--- src/design/piddim_pkg.sv ---
// ----------------------------------------------------------------------------
// piddim_pkg
// Shared widths, fixed-point constants and register indexes of the PID dimmer.
// ----------------------------------------------------------------------------
package piddim_pkg;

    // Sensor sample and error widths
    localparam int SAMPLE_BITS = 10;
    localparam int ERR_BITS    = SAMPLE_BITS + 1;

    // Register field widths
    localparam int GAIN_BITS   = 16;
    localparam int POLE_BITS   = 13;
    localparam int LIMIT_BITS  = 16;
    localparam int DUTY_BITS   = 8;

    // Q16.8 terms and the wide working width for sums before saturation
    localparam int TERM_BITS   = 24;
    localparam int FRAC_BITS   = 8;
    localparam int WIDE_BITS   = 40;

    // Shifts that bring products back to Q.8
    localparam int GAIN_SHIFT  = 4;
    localparam int POLE_SHIFT  = 12;

    // APB port
    localparam int APB_DATA_BITS = 32;
    localparam int REG_COUNT     = 8;
    localparam int REG_IDX_BITS  = $clog2(REG_COUNT);
    localparam int APB_ADDR_BITS = REG_IDX_BITS + 2;

    // Register map, in word order
    typedef enum logic [REG_IDX_BITS-1:0] {
        REG_FEEDBACK_ENABLE  = 3'd0,
        REG_SETPOINT         = 3'd1,
        REG_FEEDFORWARD_DUTY = 3'd2,
        REG_PROPORTIONAL_GAIN = 3'd3,
        REG_INTEGRAL_COEF    = 3'd4,
        REG_DERIV_POLE_COEF  = 3'd5,
        REG_DERIV_GAIN_COEF  = 3'd6,
        REG_INTEGRAL_LIMITS  = 3'd7
    } reg_index_t;

endpackage

--- src/design/piddim_sample_if.sv ---
// ----------------------------------------------------------------------------
// piddim_sample_if
// Valid/ready channel that carries one light-sensor sample per request.
// ----------------------------------------------------------------------------
interface piddim_sample_if;
    logic                                valid;
    logic                                ready;
    logic [piddim_pkg::SAMPLE_BITS-1:0]  measured_sample;

    modport source (output valid, output measured_sample, input ready);
    modport sink   (input valid, input measured_sample, output ready);
endinterface

--- src/design/piddim_duty_if.sv ---
// ----------------------------------------------------------------------------
// piddim_duty_if
// Valid/ready channel that carries one PWM duty value per request.
// ----------------------------------------------------------------------------
interface piddim_duty_if;
    logic                              valid;
    logic                              ready;
    logic [piddim_pkg::DUTY_BITS-1:0]  duty;

    modport source (output valid, output duty, input ready);
    modport sink   (input valid, input duty, output ready);
endinterface

--- src/design/pid_dimmer_with_feedforward_core.sv ---
// ----------------------------------------------------------------------------
// pid_dimmer_with_feedforward_core
// PID light dimmer with Tustin integral, filtered derivative and feedforward.
// ----------------------------------------------------------------------------
// Usage:
//   sample_in  carries one sensor reading per request; duty_out returns one
//   saturated PWM duty (0..255) per sample, in order. Both are valid/ready.
//   The APB port programs the eight control registers at byte address 4*i;
//   write them only while no sample is in flight. pready is always high.
//
// Flow:
//   A sample accepted into the input register has its duty computed in one
//   pass and captured in the result register when it advances, then shown
//   on duty_out. While duty_out is not stalled, one sample is taken every
//   cycle; the controller state (integral, derivative, last sample, last
//   error) is updated in that same pass, which sets the rate.
//
// Reset:
//   rst_n clears the pipeline, the controller state and all registers
//   (feedback_enable comes up as 1).
//
// Stall:
//   When duty_out is not taken, the result holds and the input register
//   keeps one further sample; sample_in.ready drops until duty_out drains.
// ----------------------------------------------------------------------------
module pid_dimmer_with_feedforward_core (
    input  logic                                 clk,
    input  logic                                 rst_n,
    piddim_sample_if.sink                        sample_in,
    piddim_duty_if.source                        duty_out,
    input  logic                                 psel,
    input  logic                                 penable,
    input  logic                                 pwrite,
    input  logic [piddim_pkg::APB_ADDR_BITS-1:0] paddr,
    input  logic [piddim_pkg::APB_DATA_BITS-1:0] pwdata,
    output logic [piddim_pkg::APB_DATA_BITS-1:0] prdata,
    output logic                                 pready
);
    import piddim_pkg::*;

    localparam logic signed [WIDE_BITS-1:0] TERM_MAX = WIDE_BITS'((1 << (TERM_BITS - 1)) - 1);
    localparam logic signed [WIDE_BITS-1:0] TERM_MIN = -WIDE_BITS'(1 << (TERM_BITS - 1));
    localparam logic signed [WIDE_BITS-1:0] DUTY_MAX = WIDE_BITS'((1 << DUTY_BITS) - 1);
    localparam logic signed [WIDE_BITS-1:0] GAIN_HALF = WIDE_BITS'(1 << (GAIN_SHIFT - 1));
    localparam logic signed [WIDE_BITS-1:0] POLE_HALF = WIDE_BITS'(1 << (POLE_SHIFT - 1));

    // Saturate a wide value to the signed term range
    function automatic logic signed [TERM_BITS-1:0] sat_term(
        input logic signed [WIDE_BITS-1:0] x
    );
        logic signed [TERM_BITS-1:0] r;
        if (x > TERM_MAX)
            r = TERM_MAX[TERM_BITS-1:0];
        else if (x < TERM_MIN)
            r = TERM_MIN[TERM_BITS-1:0];
        else
            r = x[TERM_BITS-1:0];
        return r;
    endfunction

    // Round to nearest, ties toward plus infinity, then floor shift
    function automatic logic signed [WIDE_BITS-1:0] round_gain(
        input logic signed [WIDE_BITS-1:0] x
    );
        logic signed [WIDE_BITS-1:0] s;
        s = x + GAIN_HALF;
        return s >>> GAIN_SHIFT;
    endfunction

    function automatic logic signed [WIDE_BITS-1:0] round_pole(
        input logic signed [WIDE_BITS-1:0] x
    );
        logic signed [WIDE_BITS-1:0] s;
        s = x + POLE_HALF;
        return s >>> POLE_SHIFT;
    endfunction

    // Control registers
    logic                         feedback_enable_reg;
    logic [SAMPLE_BITS-1:0]       setpoint_reg;
    logic [DUTY_BITS-1:0]         feedforward_duty_reg;
    logic signed [GAIN_BITS-1:0]  proportional_gain_reg;
    logic signed [GAIN_BITS-1:0]  integral_coef_reg;
    logic [POLE_BITS-1:0]         deriv_pole_coef_reg;
    logic signed [GAIN_BITS-1:0]  deriv_gain_coef_reg;
    logic [2*LIMIT_BITS-1:0]      integral_limits_reg;

    // Controller state
    logic [SAMPLE_BITS-1:0]       previous_sample_reg;
    logic [SAMPLE_BITS-1:0]       previous_sample_next;
    logic signed [TERM_BITS-1:0]  integral_acc_reg;
    logic signed [TERM_BITS-1:0]  integral_acc_next;
    logic signed [TERM_BITS-1:0]  derivative_acc_reg;
    logic signed [TERM_BITS-1:0]  derivative_acc_next;
    logic signed [ERR_BITS-1:0]   previous_error_reg;
    logic signed [ERR_BITS-1:0]   previous_error_next;

    // Pipeline registers
    logic                         in_valid_reg;
    logic [SAMPLE_BITS-1:0]       in_sample_reg;
    logic                         out_valid_reg;
    logic [DUTY_BITS-1:0]         out_duty_reg;
    logic [DUTY_BITS-1:0]         out_duty_next;

    logic                         advance;
    logic                         wr_en;
    reg_index_t                   wr_idx;
    reg_index_t                   rd_idx;

    // ------------------------------------------------------------------
    // APB register file
    // ------------------------------------------------------------------
    assign pready = 1'b1;
    assign wr_en  = psel && penable && pwrite;
    assign wr_idx = reg_index_t'(paddr[APB_ADDR_BITS-1:2]);
    assign rd_idx = reg_index_t'(paddr[APB_ADDR_BITS-1:2]);

    // Write the addressed register
    always_ff @(posedge clk or negedge rst_n)
    begin
        if (!rst_n)
        begin
            feedback_enable_reg   <= 1'b1;
            setpoint_reg          <= '0;
            feedforward_duty_reg  <= '0;
            proportional_gain_reg <= '0;
            integral_coef_reg     <= '0;
            deriv_pole_coef_reg   <= '0;
            deriv_gain_coef_reg   <= '0;
            integral_limits_reg   <= '0;
        end
        else if (wr_en)
        begin
            unique case (wr_idx)
                REG_FEEDBACK_ENABLE:   feedback_enable_reg   <= pwdata[0];
                REG_SETPOINT:          setpoint_reg          <= pwdata[SAMPLE_BITS-1:0];
                REG_FEEDFORWARD_DUTY:  feedforward_duty_reg  <= pwdata[DUTY_BITS-1:0];
                REG_PROPORTIONAL_GAIN: proportional_gain_reg <= $signed(pwdata[GAIN_BITS-1:0]);
                REG_INTEGRAL_COEF:     integral_coef_reg     <= $signed(pwdata[GAIN_BITS-1:0]);
                REG_DERIV_POLE_COEF:   deriv_pole_coef_reg   <= pwdata[POLE_BITS-1:0];
                REG_DERIV_GAIN_COEF:   deriv_gain_coef_reg   <= $signed(pwdata[GAIN_BITS-1:0]);
                REG_INTEGRAL_LIMITS:   integral_limits_reg   <= pwdata[2*LIMIT_BITS-1:0];
            endcase
        end
    end

    // Read back the addressed register
    always_comb
    begin
        unique case (rd_idx)
            REG_FEEDBACK_ENABLE:   prdata = APB_DATA_BITS'(feedback_enable_reg);
            REG_SETPOINT:          prdata = APB_DATA_BITS'(setpoint_reg);
            REG_FEEDFORWARD_DUTY:  prdata = APB_DATA_BITS'(feedforward_duty_reg);
            REG_PROPORTIONAL_GAIN: prdata = APB_DATA_BITS'($unsigned(proportional_gain_reg));
            REG_INTEGRAL_COEF:     prdata = APB_DATA_BITS'($unsigned(integral_coef_reg));
            REG_DERIV_POLE_COEF:   prdata = APB_DATA_BITS'(deriv_pole_coef_reg);
            REG_DERIV_GAIN_COEF:   prdata = APB_DATA_BITS'($unsigned(deriv_gain_coef_reg));
            REG_INTEGRAL_LIMITS:   prdata = APB_DATA_BITS'(integral_limits_reg);
        endcase
    end

    // ------------------------------------------------------------------
    // Handshake: advance the input register into the result register
    // ------------------------------------------------------------------
    assign advance         = in_valid_reg && (!out_valid_reg || duty_out.ready);
    assign sample_in.ready = !in_valid_reg || advance;
    assign duty_out.valid  = out_valid_reg;
    assign duty_out.duty   = out_duty_reg;

    // ------------------------------------------------------------------
    // PID datapath
    // ------------------------------------------------------------------
    logic signed [ERR_BITS-1:0]            sample_s;
    logic signed [ERR_BITS-1:0]            target_s;
    logic signed [ERR_BITS-1:0]            err;
    logic signed [ERR_BITS:0]              err_sum;
    logic signed [ERR_BITS-1:0]            sample_diff;
    logic signed [GAIN_BITS+ERR_BITS-1:0]  p_prod;
    logic signed [GAIN_BITS+ERR_BITS:0]    i_prod;
    logic signed [GAIN_BITS+ERR_BITS-1:0]  kg_prod;
    logic signed [POLE_BITS+TERM_BITS:0]   pole_prod;
    logic signed [TERM_BITS-1:0]           p_term;
    logic signed [TERM_BITS-1:0]           i_sat;
    logic signed [TERM_BITS-1:0]           i_term;
    logic signed [TERM_BITS-1:0]           d_term;
    logic signed [TERM_BITS-1:0]           lim_lo;
    logic signed [TERM_BITS-1:0]           lim_hi;
    logic signed [WIDE_BITS-1:0]           total;
    logic signed [WIDE_BITS-1:0]           total_int;

    assign sample_s    = $signed({1'b0, in_sample_reg});
    assign target_s    = $signed({1'b0, setpoint_reg});
    assign err         = target_s - sample_s;
    assign err_sum     = (ERR_BITS+1)'(err) + (ERR_BITS+1)'(previous_error_reg);
    assign sample_diff = sample_s - $signed({1'b0, previous_sample_reg});

    // Independent products of the three terms
    assign p_prod    = (GAIN_BITS+ERR_BITS)'(proportional_gain_reg)
                       * (GAIN_BITS+ERR_BITS)'(err);
    assign i_prod    = (GAIN_BITS+ERR_BITS+1)'(integral_coef_reg)
                       * (GAIN_BITS+ERR_BITS+1)'(err_sum);
    assign kg_prod   = (GAIN_BITS+ERR_BITS)'(deriv_gain_coef_reg)
                       * (GAIN_BITS+ERR_BITS)'(sample_diff);
    assign pole_prod = (POLE_BITS+TERM_BITS+1)'($signed({1'b0, deriv_pole_coef_reg}))
                       * (POLE_BITS+TERM_BITS+1)'(derivative_acc_reg);

    // Integral limits in Q16.8
    assign lim_lo = $signed({integral_limits_reg[LIMIT_BITS-1:0], FRAC_BITS'(0)});
    assign lim_hi = $signed({integral_limits_reg[2*LIMIT_BITS-1:LIMIT_BITS], FRAC_BITS'(0)});

    // Terms, clamp and sum
    always_comb
    begin
        p_term = sat_term(round_gain(WIDE_BITS'(p_prod)));
        i_sat  = sat_term(WIDE_BITS'(integral_acc_reg) + round_gain(WIDE_BITS'(i_prod)));
        priority if (i_sat > lim_hi)
            i_term = lim_hi;
        else if (i_sat < lim_lo)
            i_term = lim_lo;
        else
            i_term = i_sat;
        d_term = sat_term(round_pole(WIDE_BITS'(pole_prod))
                          - round_gain(WIDE_BITS'(kg_prod)));

        total = WIDE_BITS'($signed({1'b0, feedforward_duty_reg, FRAC_BITS'(0)}));
        if (feedback_enable_reg)
            total = total + WIDE_BITS'(p_term) + WIDE_BITS'(i_term) + WIDE_BITS'(d_term);
        total_int = total >>> FRAC_BITS;

        priority if (total_int > DUTY_MAX)
            out_duty_next = DUTY_MAX[DUTY_BITS-1:0];
        else if (total_int < 0)
            out_duty_next = '0;
        else
            out_duty_next = total_int[DUTY_BITS-1:0];

        // Hold the integral, derivative and last error while feedback is off; the last sample always follows
        previous_sample_next = in_sample_reg;
        if (feedback_enable_reg)
        begin
            integral_acc_next   = i_term;
            derivative_acc_next = d_term;
            previous_error_next = err;
        end
        else
        begin
            integral_acc_next   = integral_acc_reg;
            derivative_acc_next = derivative_acc_reg;
            previous_error_next = previous_error_reg;
        end
    end

    // ------------------------------------------------------------------
    // Pipeline control
    // ------------------------------------------------------------------
    always_ff @(posedge clk or negedge rst_n)
    begin
        if (!rst_n)
        begin
            in_valid_reg  <= 1'b0;
            out_valid_reg <= 1'b0;
        end
        else
        begin
            if (sample_in.ready)
                in_valid_reg <= sample_in.valid;
            if (advance)
                out_valid_reg <= 1'b1;
            else if (duty_out.ready)
                out_valid_reg <= 1'b0;
        end
    end

    // Capture payloads
    always_ff @(posedge clk)
    begin
        if (sample_in.valid && sample_in.ready)
            in_sample_reg <= sample_in.measured_sample;
        if (advance)
            out_duty_reg <= out_duty_next;
    end

    // Update the controller state once per computed sample
    always_ff @(posedge clk or negedge rst_n)
    begin
        if (!rst_n)
        begin
            previous_sample_reg <= '0;
            integral_acc_reg    <= '0;
            derivative_acc_reg  <= '0;
            previous_error_reg  <= '0;
        end
        else if (advance)
        begin
            previous_sample_reg <= previous_sample_next;
            integral_acc_reg    <= integral_acc_next;
            derivative_acc_reg  <= derivative_acc_next;
            previous_error_reg  <= previous_error_next;
        end
    end

endmodule

--- src/flat_wrapper.sv ---
// flat-port wrapper written by rule: the top's interface ports become plain ports
module pid_dimmer_with_feedforward_core_flat import piddim_pkg::*;
  (clk, rst_n, psel, penable, pwrite, paddr, pwdata, prdata, pready, sample_in_valid, sample_in_measured_sample, sample_in_ready, duty_out_valid, duty_out_duty, duty_out_ready);
  piddim_sample_if sample_in_i ();
  piddim_duty_if duty_out_i ();
  input  logic clk;
  input  logic rst_n;
  input  logic psel;
  input  logic penable;
  input  logic pwrite;
  input  logic [piddim_pkg::APB_ADDR_BITS-1:0] paddr;
  input  logic [piddim_pkg::APB_DATA_BITS-1:0] pwdata;
  output logic [piddim_pkg::APB_DATA_BITS-1:0] prdata;
  output logic pready;
  input wire logic [$bits(sample_in_i.valid)-1:0] sample_in_valid;
  input wire logic [$bits(sample_in_i.measured_sample)-1:0] sample_in_measured_sample;
  output wire logic [$bits(sample_in_i.ready)-1:0] sample_in_ready;
  output wire logic [$bits(duty_out_i.valid)-1:0] duty_out_valid;
  output wire logic [$bits(duty_out_i.duty)-1:0] duty_out_duty;
  input wire logic [$bits(duty_out_i.ready)-1:0] duty_out_ready;
  assign sample_in_i.valid = sample_in_valid;
  assign sample_in_i.measured_sample = sample_in_measured_sample;
  assign sample_in_ready = sample_in_i.ready;
  assign duty_out_valid = duty_out_i.valid;
  assign duty_out_duty = duty_out_i.duty;
  assign duty_out_i.ready = duty_out_ready;
  pid_dimmer_with_feedforward_core u_core (.clk(clk), .rst_n(rst_n), .sample_in(sample_in_i), .duty_out(duty_out_i), .psel(psel), .penable(penable), .pwrite(pwrite), .paddr(paddr), .pwdata(pwdata), .prdata(prdata), .pready(pready));
endmodule
--- config.mk ---
export PLATFORM = sky130hd
export DESIGN_NAME = pid_dimmer_with_feedforward_core_flat
export DESIGN_NICKNAME = d
export VERILOG_FILES = /design/src/design/piddim_pkg.sv /design/src/design/piddim_sample_if.sv /design/src/design/piddim_duty_if.sv /design/src/design/pid_dimmer_with_feedforward_core.sv /design/src/flat_wrapper.sv
export SDC_FILE = /design/constraint.sdc
export NUM_CORES = 2
export LEC_CHECK = 0
export BUFFER_PORTS_ARGS = -buffer_cell sky130_fd_sc_hd__buf_2
export CAP_MARGIN = 30
export CORE_UTILIZATION = 30
export DETAILED_ROUTE_END_ITERATION = 16
export MAX_ROUTING_LAYER = met4
export SYNTH_ARGS = -nofsm -noshare
export SYNTH_HDL_FRONTEND = slang
export SYNTH_SLANG_ARGS = --single-unit
--- constraint.sdc ---
create_clock -name clk -period 17.6 [get_ports clk]
set_input_delay 0.88 -clock clk [delete_from_list [all_inputs] [get_ports clk]]
set_output_delay 0.88 -clock clk [all_outputs]
set_load 0.05 [all_outputs]
==> results by group <==
Layout
  – Fin nets: 6805
  – Largest register FFs: 32
  – Sequential Area: slightly above 5000 um^2
  – Multi-input gate area: 38370 um^2
  – Fillers: roughly 16k
  – Area growth syn-to-layout: 15.42%
  – Share of cells above drive strength 1: 0.1479

Global route
  – Met2 GRT Util: 0.2933
  – Largest net degree at the start of global routing: between 70 and 80
  – GR Layer Usage met1: 0.2373
  – Antenna violations before repair: 13
  – First-pass GRT wire length: about 220 mm
  – Vias in the first global route: around 38k
  – Global route overflow: 0
  – Most Crowded Layer GR: met2
  – Global router's overall resource usage: 0.1797
  – GR Layer Usage met3: 0.02232

Timing
  – Final period util: 1.009
  – Final setup vio count: 8
  – Slew @ Worst Pin: between 1 and 1.5 ns
  – Final count of hold timing violations: 0
  – Slew Limit Fails: 0
  – Max Freq: roughly 56 MHz
  – RSZ-0062 raised after global routing: yes
  – Slew margin rel.: 0.3187
  – Clock skew: roughly 0.054 ns
  – Minimum clock period: between 15 and 20 ns
  – Final WS setup: -0.1515 ns
  – Setup TNS: -0.8259 ns

Clocking
  – Later-pin clock latency in the skew report: about 0.65 ns
  – CTS H-tree lvls: 1
  – Clock transition at the registers of the reported paths: about 0.060 ns
  – Clock Tree Root: clkbuf_16
  – CTS tree: built
  – CTS Buf Count: 28
  – Clk sinks: 201
  – Clk buf depth: 3

Yosys
  – Top cell type's share of synthesized area: 0.3514
  – Synthesized cell area: 46940 um^2
  – Net Count, Synth: approximately 6.5k
  – Distinct cells, synth: between 80 and 90
  – Synth warn: 0
  – Count leader, synth: inv_1
  – Count of flip-flops with a built-in enable after synthesis: 18
  – Primary FF master, synth: dfrtp_1
  – Synth async-reset ratio: 0.9104
  – Commonest cells post-synth: inv_1 (960), fa_1 (824), nand2_1 (642)
  – Synthesized area per cell: a little over 9 um^2
  – Synth top area cells: fa_1 (35%), ha_1 (12%), dfrtp_1 (9.7%), inv_1 (7.7%), nand2_1 (5.1%)
  – #FFs+latches synth: ~200
  – Register area share after synthesis: 0.1091
  – Syn Inst Count: between 5k and 6k
  – Largest area contributor in the netlist: fa_1

Placed design
  – GP Congestion: about 0.95
  – Buffers on Ports: 93
  – Dpl hpwl: around 110 mm

Worst setup path
  – Required time of the critical path: between 15 and 20 ns
  – Critical path fanouts, max: 8
  – Critical path arrival: 18.20 ns
  – Startpoint Class: flop
  – Crit path from: u_core.setpoint_reg[0]$_DFFE_PN0P_
  – Crit path to: u_core.duty_out.duty[6]$_SDFFCE_PN1P_
  – R2r startpoint: u_core.setpoint_reg[0]$_DFFE_PN0P_
  – Reg2Reg Capture Point: u_core.duty_out.duty[6]$_SDFFCE_PN1P_
  – CP bufs+invs: 12
  – CP max stage delay: roughly 0.54 ns
  – Slowest library cell on the worst path: fa_1
  – Worst path depth: 91
  – FF-to-FF path depth: between 90 and 100
  – R2r setup slk: -0.15 ns
  – Kind of end point of the critical path: flop
  – CP top delay family: compound AO/OA/AOI/OAI gates
  – WS Path Type: flop to flop

Routing
  – DRC: 0
  – DR WL/cell: approximately 18 um
  – Final antenna-violating net count: 0
  – Via count: between 30k and 40k
  – Iter 0 DRT Violations: ~2.3k
  – Drt total wl: between 100 and 150 mm
  – Drt via density: between 4 and 5
  – 1st-pass router iterations: 7

Min path
  – Hold crit path type: primary input to asynchronous set/reset pin

Job
  – MaxCap Viol Count: 0

Die
  – Die area: around 160000 um^2
  – Row cnt: about 140
  – Initial Utilization: 0.3033
  – Die Width: between 300 and 400 um
  – Num ports: slightly below 100
  – Die height: 397.6 um
  – Core area: about 150000 um^2

Outcome
  – Failing checks: negative setup slack
  – Status: finished, violations left
## layout by cell type, fill, tap and decap left out, drive strengths merged, types with 14 or more instances in the layout
master  count
a21o       90
a21oi     178
a31oi      35
and2      379
and3       24
buf       468
clkbuf     36
dfrtp     182
edfxtp     18
fa        824
ha        453
inv       966
mux2      105
mux2i      26
nand2     642
nand2b     61
nand3      42
nand4      14
nor2      140
nor2b      65
nor3       44
o211ai     20
o21a       32
o21ai     199
o21bai     48
o31ai      20
or2        16
or3        19
xnor2     147
xor2       60
## timing repair
action                                  4_1_cts  5_1_grt
resized for setup                            69       46
hold buffers                                  0        0
setup buffers                                30       17
endpoints found under the setup margin        8        8
pin swaps                                    81       51
## worst register-to-register path: cells and delay by family, from the launching register on
family,cells,cell delay (ns)
mux,1,0.12
flops,1,0.39
buf+inv,12,1.24
simple gates,17,3.03
compound gates,43,7.50
xor+xnor,4,0.55
fa+ha+maj,14,4.73
## area by class of cell
| cell class | count | share of cell area |
|---|---|---|
| multi-input cells | 3813 | 0.7082 |
| flip-flops and latches | 201 | 0.09452 |
| inverters | 961 | 0.06658 |
| repair buffers | 469 | 0.06367 |
| well taps | 2044 | 0.04720 |
| clock buffers | 35 | 0.01476 |
| clock inverters | 17 | 0.004896 |
| diodes | 3 | 0.0001386 |
## cell families (layout without fill, tap and decap cells)
kind of cell               Yosys count  after routing  share of synthesized area
muxes                              141            141                    0.03553
xor gates and xnor gates           207            207                    0.03862
and+or+nand+nor                   1475           1475                     0.1539
AOI/OAI and AO/OA                  712            712                    0.09715
DFF                                201            201                     0.1091
adders and majority gates         1277           1277                     0.4721
buffers and inverters             1166           1482                    0.09347
other                                1              4                 0.00007988
## through the flow
| step | utilization | std cells | hold WS [ns] | area, um^2 | setup WS (ns) |
|---|---|---|---|---|---|
| after floorplan | - | 5180 | 0.4526 | 47340 | 0.002903 |
| after global placement | 0.3359 | 7434 | 0.4702 | 51990 | -0.3914 |
| after detailed placement | 0.3369 | 7441 | 0.4937 | 52140 | -0.6676 |
| after CTS | 0.3476 | 7523 | 0.2570 | 53800 | 0.0003784 |
| after global routing | 0.3500 | 7541 | 0.2823 | 54180 | -1.010 |
| final | 0.3501 | 7543 | 0.2545 | 54180 | -0.1515 |
## layer usage
layer  up-vias  part of all wire  wire length (um)
li1      16830                 -                 -
met1     18650              0.44             60430
met2       964              0.47             64440
met3       193             0.062              8486
met4         0             0.026              3535
met5         -                 0                 0
## worst min-delay path by stage
stage / endpoint / slack (ns) / cells past startpoint
2_1_floorplan: u_core.previous_error_reg[2]$_DFFE_PN0P_ / 0.45 / 2
3_3_place_gp: u_core.previous_error_reg[0]$_DFFE_PN0P_ / 0.47 / 2
3_5_place_dp: u_core.previous_error_reg[7]$_DFFE_PN0P_ / 0.49 / 2
4_1_cts: u_core.proportional_gain_reg[7]$_DFFE_PN0P_ / 0.26 / 1
5_1_grt: u_core.proportional_gain_reg[10]$_DFFE_PN0P_ / 0.28 / 1
6_report: u_core.proportional_gain_reg[10]$_DFFE_PN0P_ / 0.25 / 1
Power is not shown: default switching activity piles up to over one toggle a cycle in this logic, so the estimate is an artifact.
